## config.mk

```make
export PLATFORM = sky130hd
export DESIGN_NAME = shuffled_bag_index_generator_flat
export DESIGN_NICKNAME = d
export VERILOG_FILES = /design/src/rtl/sbig_pkg.sv /design/src/rtl/sbig_if.sv /design/src/rtl/sbig_dp.sv /design/src/rtl/sbig_ctrl.sv /design/src/rtl/shuffled_bag_index_generator.sv /design/src/flat_wrapper.sv
export SDC_FILE = /design/constraint.sdc
export NUM_CORES = 1
export LEC_CHECK = 0
export BUFFER_PORTS_ARGS = -buffer_cell sky130_fd_sc_hd__buf_2
export CORE_ASPECT_RATIO = 2
export CORE_UTILIZATION = 45
export CTS_CLUSTER_SIZE = 8
export DETAILED_ROUTE_END_ITERATION = 12
export GPL_TIMING_DRIVEN = 0
export MAX_ROUTING_LAYER = met4
export PLACE_DENSITY_LB_ADDON = 0.2
export SYNTH_ARGS = -nofsm -noshare
export SYNTH_HDL_FRONTEND = slang
export SYNTH_SLANG_ARGS = --single-unit
```

## constraint.sdc

```tcl
create_clock -name clk_i -period 25.9 [get_ports clk_i]
set_input_delay 5.18 -clock clk_i [delete_from_list [all_inputs] [get_ports clk_i]]
set_output_delay 5.18 -clock clk_i [all_outputs]
set_load 0.02 [all_outputs]
```

## src/rtl/sbig_pkg.sv

```systemverilog
// ----------------------------------------------------------------------------
// sbig_pkg
// Types and constants of the shuffled bag index generator.
// ----------------------------------------------------------------------------
package sbig_pkg;

  localparam int unsigned KindW  = 2;
  localparam int unsigned SeedW  = 32;
  localparam int unsigned IdxW   = 3;
  localparam int unsigned BagSize = 7;

  localparam logic [SeedW-1:0] SeedDefault = 32'h1234_ABCD;
  localparam logic [SeedW-1:0] DrawLimit   = 32'd4294967292;
  localparam logic [IdxW-1:0]  BagEmpty    = 3'd7;
  localparam logic [IdxW-1:0]  BagLast     = 3'd6;

  typedef enum logic [KindW-1:0] {
    KIND_DRAW   = 2'd0,
    KIND_REFILL = 2'd1,
    KIND_SEED   = 2'd2
  } kind_e;

  typedef enum logic [3:0] {
    ST_IDLE,
    ST_FILL,
    ST_GEN,
    ST_MOD,
    ST_READ,
    ST_WR_J,
    ST_WR_I,
    ST_FETCH,
    ST_OUT
  } sbig_state_e;

  // controller -> datapath
  typedef struct packed {
    logic seed_load;
    logic fill_start;
    logic fill_wr;
    logic gen_step;
    logic mod_step;
    logic swap_rd;
    logic wr_j;
    logic wr_i;
    logic fetch;
    logic out_load;
  } sbig_cmd_t;

  // datapath -> controller
  typedef struct packed {
    logic bag_empty;
    logic fill_last;
    logic reject;
    logic mod_last;
    logic idx_last;
    logic out_free;
  } sbig_sts_t;

endpackage

```

## src/rtl/sbig_if.sv

```systemverilog
// ----------------------------------------------------------------------------
// sbig_if
// Valid/ready channels of the bag index generator: request in, index out.
// ----------------------------------------------------------------------------
interface sbig_in_if import sbig_pkg::*; ();
  logic             valid;
  logic             ready;
  logic [KindW-1:0] kind;
  logic [SeedW-1:0] seed_value;

  modport source (output valid, output kind, output seed_value, input ready);
  modport sink   (input valid, input kind, input seed_value, output ready);
endinterface

interface sbig_out_if import sbig_pkg::*; ();
  logic            valid;
  logic            ready;
  logic [IdxW-1:0] piece_index;

  modport source (output valid, output piece_index, input ready);
  modport sink   (input valid, input piece_index, output ready);
endinterface

```

## src/rtl/sbig_dp.sv

```systemverilog
// ----------------------------------------------------------------------------
// sbig_dp
// Datapath: xorshift32 generator, bytewise remainder unit, bag memory,
// bag position and the output register.
// ----------------------------------------------------------------------------
module sbig_dp import sbig_pkg::*; (
  input  logic             clk_i,
  input  logic             rst_ni,
  input  logic [SeedW-1:0] seed_i,
  input  sbig_cmd_t        cmd_i,
  output sbig_sts_t        sts_o,
  input  logic             out_ready_i,
  output logic             out_valid_o,
  output logic [IdxW-1:0]  out_index_o
);

  logic [SeedW-1:0] gen_q, gen_d;
  logic [SeedW-1:0] x_next;
  logic [SeedW-1:0] v_q, v_d;
  logic [IdxW-1:0]  rem_q, rem_d;
  logic [1:0]       byte_cnt_q, byte_cnt_d;
  logic [IdxW-1:0]  idx_q, idx_d;
  logic [IdxW-1:0]  pos_q, pos_d;
  logic [IdxW-1:0]  divisor;
  logic             out_valid_q, out_valid_d;
  logic [IdxW-1:0]  out_idx_q;
  logic [IdxW-1:0]  rd_a_q, rd_b_q;
  logic [IdxW-1:0]  rd_addr_a;
  logic             mem_we;
  logic [IdxW-1:0]  mem_waddr, mem_wdata;
  logic [IdxW-1:0]  bag_mem [BagSize];

  // restoring remainder over one byte, MSB first; r < d on entry and exit
  function automatic logic [IdxW-1:0] rem_byte(input logic [IdxW-1:0] r,
                                               input logic [7:0] b,
                                               input logic [IdxW-1:0] d);
    logic [IdxW:0]   t;
    logic [IdxW-1:0] acc;
    acc = r;
    for (int k = 7; k >= 0; k--) begin
      t = {acc, b[k]};
      if (t >= {1'b0, d}) begin
        t = t - {1'b0, d};
      end
      acc = t[IdxW-1:0];
    end
    return acc;
  endfunction

  always_comb begin
    x_next = gen_q;
    x_next = x_next ^ (x_next << 13);
    x_next = x_next ^ (x_next >> 17);
    x_next = x_next ^ (x_next << 5);
  end

  assign divisor = idx_q + 3'd1;

  always_comb begin
    gen_d      = gen_q;
    v_d        = v_q;
    rem_d      = rem_q;
    byte_cnt_d = byte_cnt_q;
    idx_d      = idx_q;
    pos_d      = pos_q;
    if (cmd_i.seed_load) begin
      gen_d = (seed_i == '0) ? SeedDefault : seed_i;
    end
    if (cmd_i.gen_step) begin
      gen_d      = x_next;
      v_d        = x_next;
      rem_d      = '0;
      byte_cnt_d = '0;
    end
    if (cmd_i.mod_step) begin
      rem_d      = rem_byte(rem_q, v_q[SeedW-1 -: 8], divisor);
      v_d        = v_q << 8;
      byte_cnt_d = byte_cnt_q + 2'd1;
    end
    if (cmd_i.fill_start) begin
      idx_d = '0;
    end
    if (cmd_i.fill_wr && (idx_q != BagLast)) begin
      idx_d = idx_q + 3'd1;
    end
    if (cmd_i.wr_i) begin
      idx_d = idx_q - 3'd1;
      if (idx_q == 3'd1) begin
        pos_d = '0;
      end
    end
    if (cmd_i.fetch) begin
      pos_d = pos_q + 3'd1;
    end
  end

  // output register: a new index may load while the old one leaves
  always_comb begin
    out_valid_d = out_valid_q;
    if (out_valid_q && out_ready_i) begin
      out_valid_d = 1'b0;
    end
    if (cmd_i.out_load) begin
      out_valid_d = 1'b1;
    end
  end

  always_ff @(posedge clk_i or negedge rst_ni) begin
    if (!rst_ni) begin
      gen_q       <= SeedDefault;
      byte_cnt_q  <= '0;
      idx_q       <= '0;
      pos_q       <= BagEmpty;
      out_valid_q <= 1'b0;
    end else begin
      gen_q       <= gen_d;
      byte_cnt_q  <= byte_cnt_d;
      idx_q       <= idx_d;
      pos_q       <= pos_d;
      out_valid_q <= out_valid_d;
    end
  end

  always_ff @(posedge clk_i) begin
    v_q   <= v_d;
    rem_q <= rem_d;
    if (cmd_i.out_load) begin
      out_idx_q <= rd_a_q;
    end
  end

  // bag memory: one write port, two registered read ports
  assign rd_addr_a = cmd_i.fetch ? pos_q : idx_q;
  assign mem_we    = cmd_i.fill_wr | cmd_i.wr_j | cmd_i.wr_i;
  assign mem_waddr = cmd_i.wr_j ? rem_q : idx_q;

  always_comb begin
    if (cmd_i.fill_wr) begin
      mem_wdata = idx_q;
    end else if (cmd_i.wr_j) begin
      mem_wdata = rd_a_q;
    end else begin
      mem_wdata = rd_b_q;
    end
  end

  always_ff @(posedge clk_i) begin
    if (mem_we) begin
      bag_mem[mem_waddr] <= mem_wdata;
    end
    if (cmd_i.swap_rd || cmd_i.fetch) begin
      rd_a_q <= bag_mem[rd_addr_a];
    end
    if (cmd_i.swap_rd) begin
      rd_b_q <= bag_mem[rem_q];
    end
  end

  assign sts_o.bag_empty = (pos_q == BagEmpty);
  assign sts_o.fill_last = (idx_q == BagLast);
  assign sts_o.reject    = (x_next >= DrawLimit);
  assign sts_o.mod_last  = (byte_cnt_q == 2'd3);
  assign sts_o.idx_last  = (idx_q == 3'd1);
  assign sts_o.out_free  = !out_valid_q || out_ready_i;

  assign out_valid_o = out_valid_q;
  assign out_index_o = out_idx_q;

endmodule

```

## src/rtl/sbig_ctrl.sv

```systemverilog
// ----------------------------------------------------------------------------
// sbig_ctrl
// Controller: decodes requests and sequences fill, shuffle and draw steps.
// ----------------------------------------------------------------------------
module sbig_ctrl import sbig_pkg::*; (
  input  logic             clk_i,
  input  logic             rst_ni,
  input  logic             in_valid_i,
  output logic             in_ready_o,
  input  logic [KindW-1:0] kind_i,
  input  sbig_sts_t        sts_i,
  output sbig_cmd_t        cmd_o
);

  sbig_state_e state_q, state_d;
  logic        draw_q, draw_d;

  always_ff @(posedge clk_i or negedge rst_ni) begin
    if (!rst_ni) begin
      state_q <= ST_IDLE;
      draw_q  <= 1'b0;
    end else begin
      state_q <= state_d;
      draw_q  <= draw_d;
    end
  end

  always_comb begin
    state_d    = state_q;
    draw_d     = draw_q;
    cmd_o      = '0;
    in_ready_o = 1'b0;
    case (state_q)
      ST_IDLE: begin
        in_ready_o = 1'b1;
        if (in_valid_i) begin
          case (kind_i)
            KIND_DRAW: begin
              draw_d = 1'b1;
              if (sts_i.bag_empty) begin
                cmd_o.fill_start = 1'b1;
                state_d          = ST_FILL;
              end else begin
                state_d = ST_FETCH;
              end
            end
            KIND_REFILL: begin
              draw_d           = 1'b0;
              cmd_o.fill_start = 1'b1;
              state_d          = ST_FILL;
            end
            KIND_SEED: begin
              draw_d           = 1'b0;
              cmd_o.seed_load  = 1'b1;
              cmd_o.fill_start = 1'b1;
              state_d          = ST_FILL;
            end
            default: begin
              // unused kind: transfer taken, nothing happens
            end
          endcase
        end
      end
      ST_FILL: begin
        cmd_o.fill_wr = 1'b1;
        if (sts_i.fill_last) begin
          state_d = ST_GEN;
        end
      end
      ST_GEN: begin
        cmd_o.gen_step = 1'b1;
        if (!sts_i.reject) begin
          state_d = ST_MOD;
        end
      end
      ST_MOD: begin
        cmd_o.mod_step = 1'b1;
        if (sts_i.mod_last) begin
          state_d = ST_READ;
        end
      end
      ST_READ: begin
        cmd_o.swap_rd = 1'b1;
        state_d       = ST_WR_J;
      end
      ST_WR_J: begin
        cmd_o.wr_j = 1'b1;
        state_d    = ST_WR_I;
      end
      ST_WR_I: begin
        cmd_o.wr_i = 1'b1;
        if (sts_i.idx_last) begin
          state_d = draw_q ? ST_FETCH : ST_IDLE;
        end else begin
          state_d = ST_GEN;
        end
      end
      ST_FETCH: begin
        cmd_o.fetch = 1'b1;
        state_d     = ST_OUT;
      end
      ST_OUT: begin
        if (sts_i.out_free) begin
          cmd_o.out_load = 1'b1;
          draw_d         = 1'b0;
          state_d        = ST_IDLE;
        end
      end
      default: begin
        state_d = ST_IDLE;
      end
    endcase
  end

endmodule

```

## src/rtl/shuffled_bag_index_generator.sv

```systemverilog
// ----------------------------------------------------------------------------
// shuffled_bag_index_generator
// Hands out indices 0..6 as successive random permutations (7-bag).
//
//   channel  dir  payload                 notes
//   in_i     in   kind, seed_value        draw / refill / seed + refill
//   out_o    out  piece_index             one transfer per draw
//
// Draw from a non-empty bag: ST_FETCH reads the bag memory, ST_OUT loads the
// output register once it is free. Refill: seven fill writes, then for each
// of six positions a generator step (redone per rejected word), four bytewise
// remainder steps, a swap read and two swap writes on the one write port.
// After reset the bag is empty, so the first draw refills first.
// in_i.ready is high only while the sequencer is idle; a held output stalls
// the next draw in its last step only.
// ----------------------------------------------------------------------------
module shuffled_bag_index_generator import sbig_pkg::*; (
  input  logic       clk_i,
  input  logic       rst_ni,
  sbig_in_if.sink    in_i,
  sbig_out_if.source out_o
);

  sbig_cmd_t cmd;
  sbig_sts_t sts;

  sbig_ctrl u_ctrl (
    .clk_i      (clk_i),
    .rst_ni     (rst_ni),
    .in_valid_i (in_i.valid),
    .in_ready_o (in_i.ready),
    .kind_i     (in_i.kind),
    .sts_i      (sts),
    .cmd_o      (cmd)
  );

  sbig_dp u_dp (
    .clk_i       (clk_i),
    .rst_ni      (rst_ni),
    .seed_i      (in_i.seed_value),
    .cmd_i       (cmd),
    .sts_o       (sts),
    .out_ready_i (out_o.ready),
    .out_valid_o (out_o.valid),
    .out_index_o (out_o.piece_index)
  );

endmodule

```

## src/flat_wrapper.sv

```systemverilog
// flat-port wrapper written by rule: the top's interface ports become plain ports
module shuffled_bag_index_generator_flat import sbig_pkg::*;
  (clk_i, rst_ni, in_i_valid, in_i_kind, in_i_seed_value, in_i_ready, out_o_valid, out_o_piece_index, out_o_ready);
  sbig_in_if in_i_i ();
  sbig_out_if out_o_i ();
  input  logic clk_i;
  input  logic rst_ni;
  input wire logic [$bits(in_i_i.valid)-1:0] in_i_valid;
  input wire logic [$bits(in_i_i.kind)-1:0] in_i_kind;
  input wire logic [$bits(in_i_i.seed_value)-1:0] in_i_seed_value;
  output wire logic [$bits(in_i_i.ready)-1:0] in_i_ready;
  output wire logic [$bits(out_o_i.valid)-1:0] out_o_valid;
  output wire logic [$bits(out_o_i.piece_index)-1:0] out_o_piece_index;
  input wire logic [$bits(out_o_i.ready)-1:0] out_o_ready;
  assign in_i_i.valid = in_i_valid;
  assign in_i_i.kind = in_i_kind;
  assign in_i_i.seed_value = in_i_seed_value;
  assign in_i_ready = in_i_i.ready;
  assign out_o_valid = out_o_i.valid;
  assign out_o_piece_index = out_o_i.piece_index;
  assign out_o_i.ready = out_o_ready;
  shuffled_bag_index_generator u_core (.clk_i(clk_i), .rst_ni(rst_ni), .in_i(in_i_i), .out_o(out_o_i));
endmodule
```

==> impl_metrics.yaml <==
floorplanning:
  die_w_microns: 93.13
  boundaryPins: 43
  row_count: 66
  die_y_microns: 184.3
  start_util_pct: 45.94
  core_area_sq_um: 16270
  floorplan.die_area_sq_um: 17160
grt:
  grt_overflow: 0
  grtUsageTotal_pct: 27.43
  grt_pass1_wl_microns: 33960
  antenna_found_initial: 0
  grt_pass1_vias: 6421
  grt_max_degree: 47
logic_synthesis:
  netlist_top_cells_area: "edfxtp_1, dfrtp_1, dfstp_2"
  ys_warn_count: 0
  ys.flop_type: "edfxtp_1"
  synth_edf_count: 57
  synth-async-reset-ratio_pct: 41.44
  synth.cell_area_sq_um: 7473
  seq_area_frac_synth_pct: 40.75
  netlist-cell-type-count: 77
  synth_fp_nets: 849
  synth.most_common_cell: "nand2_1"
  synth_cells: 772
  avgSynthCellArea_sq_um: 9.681
  synth_largest_area_cell: "edfxtp_1"
  ys_top_cells_by_count: "nand2_1, nor2_1, edfxtp_1, o21ai_0, xnor2_1"
  synth_seq_cells: 111
  synth_top_area_share_pct: 22.90
cells_and_area:
  multi_input_area_sq_um: 4125
  antenna_cells: 0
  area_delta_synth_final_pct: 10.46
  nets: 902
  fillers: 1521
  layoutNonFillerInstCount: 1034
  stdcell_area_sq_um: 8255
  seqCellArea_sq_um: 3045
  layout-drive-gt1-share_pct: 14.34
worst_hold_path:
  holdPathStages: 2
  hp-class: "register to register"
routing:
  finalWirelength_microns: 21250
  drt_iter0_drc: 305
  wl_met1_microns: 6845
  via_count: 6123
  drc_errors: 0
  drtPass1Iterations: 4
  wl_met3_microns: 559
  wl_per_cell_microns: 20.55
  dr_wl_met2_microns: 12310
  viasPerCell: 5.922
  top_layer: "met4"
  drtAntennaViolNets: 0
setup_path:
  r2r_setup_slack_ns: 11.84
  cp_top_family: "compound AO/OA/AOI/OAI gates"
  cp.depth: 50
  cp.required_ns: 26.09
  reg2reg_depth: 50
  r2r-start: "u_core.u_dp.idx_q[0]"
  cp_slowest_cell: "ha_1"
  r2r_end: "u_core.u_dp.rem_q[2]"
  cp_common_cell: "a21oi_1"
  crit_arrival_ns: 14.24
  cp_num_buf_inv: 5
  path_max_fanout: 14
  cp-endpoint: "u_core.u_dp.rem_q[2]"
  crit_path_start_kind: "register"
  endpoint_kind: "register"
  max_stage_delay_ns: 0.57
  critPathKind: "register to register"
  setup.worst_path.start: "u_core.u_dp.idx_q[0]"
timing:
  setup_tns_ns: 0
  max_freq_mhz: 71.15
  worst_slew_pin_slew_ns: 1.206
  holdWs_ns: 0.4677
  maxSlewHeadroom_pct: 19.52
  timing.final.crit_share_pct: 54.27
  finalHoldViolCount: 0
  rsz0062_at_grt: "false"
  clock_skew_ns: 0.01819
  slew_violations: 0
  layout_min_cycle_time_ns: 14.06
  setup_viol: 0
clock_network:
  insertion_delay_ns: 0.37
  ctsResizeCount: 0
  hold_buffers: 0
  cts.sinks: 111
  clockBufferDepth: 2
  clkSlewWorstSetupHoldPaths_ns: 0.08
  post_cts_buffers: 0
  htreeDepth: 3
  cts-root-buf: "clkbuf_16"
  numCtsBuffers: 9
  cts_tree: "done"
place:
  placed_cells: 1018
  placed_area_sq_um: 7939
  place_congestion: 0.9589
  port_buffers: 42
  dp_hpwl_microns: 17240
flow_run:
  cap_viol_max_count: 0
run_status:
  status: "completed"
-- layer usage --
layer,GRT usage [%],vias up
met5,-,-
li1,-,2885
met1,24.16,2976
met4,18.77,0
met2,52.18,181
met3,3.589,81
-- cells in the final DEF, fill, tap and decap left out, types with 7 or more instances in the layout --
cell type	netlist	final
nor4_1	11	11
a21oi_1	31	31
a22oi_1	17	17
xnor2_1	42	42
xor2_1	32	32
clkbuf_16	0	9
inv_1	32	32
fa_1	8	8
buf_2	0	42
o21ai_0	55	55
nor2_1	72	72
nor3_1	15	15
edfxtp_1	57	57
nand2b_1	7	7
clkbuf_1	28	28
nand2_1	93	93
dfxtp_1	8	8
ha_1	31	31
mux2i_1	29	29
and2_1	7	7
dfstp_2	18	18
nand3_1	27	27
dfrtp_1	28	28
a21o_1	7	7
-- cell families after synthesis --
kind of cell	Yosys count	synth area share [%]
compound gates	169	14.95
mux	44	7.199
flops	111	40.75
xor+xnor	75	8.974
fa+ha+maj	39	7.333
buf+inv	69	4.052
simple gates	265	16.74
-- sequential cells by signal, summed over array words and instances, names as in the netlist --
name / cells
u_core.u_dp.pos_q: 3
u_core.u_dp.out_index_o: 3
u_core.u_ctrl.state_q: 4
u_core.u_dp.rem_q: 3
u_core.u_dp.bag_mem: 21
u_core.u_dp.v_q: 32
u_core.u_ctrl.draw_q: 1
u_core.u_dp.rd_b_q: 3
u_core.u_dp.gen_q: 32
u_core.u_dp.rd_a_q: 3
u_core.u_dp.out_valid_o: 1
u_core.u_dp.byte_cnt_q: 2
u_core.u_dp.idx_q: 3
-- metrics by stage --
stage,utilization (%),setup WS (ns)
final,50.75,11.84
after floorplan,-,13.71
after CTS,50.75,11.79
after global placement,48.80,12.10
after detailed placement,48.80,11.84
after global routing,50.75,10.74
-- worst register-to-register path: cells and delay by family (launching register included) --
family / cells / cell delay [ns]
AND/OR/NAND/NOR: 13 / 2.62
adder cells (fa/ha/maj): 9 / 3.88
buffers and inverters: 5 / 1.11
flip-flops: 1 / 0.51
multiplexers: 3 / 0.86
AO/OA/AOI/OAI: 20 / 4.93
-- worst min path at each step --
stage	from	to	slack [ns]
after global placement	u_core.u_dp.v_q[5]	u_core.u_dp.v_q[5]	0.43
after global routing	u_core.u_dp.v_q[6]	u_core.u_dp.v_q[6]	0.50
after floorplan	u_core.u_dp.v_q[5]	u_core.u_dp.v_q[5]	0.42
after CTS	u_core.u_dp.v_q[4]	u_core.u_dp.v_q[4]	0.47
final	u_core.u_dp.v_q[4]	u_core.u_dp.v_q[4]	0.47
after detailed placement	u_core.u_dp.v_q[4]	u_core.u_dp.v_q[4]	0.45
-- layout make-up --
type,instances,share of cell area [%]
multi-input cells,592,49.97
flip-flops and latches,111,36.89
well taps,204,3.092
clock buffers,9,2.728
repair buffers,42,2.546
plain buffers,37,2.213
inverters,32,1.455
clock inverters,7,1.106
Power is left out: the tool's default activity adds up to more than one toggle a clock period on the data nets, which glitch-free logic cannot reach.
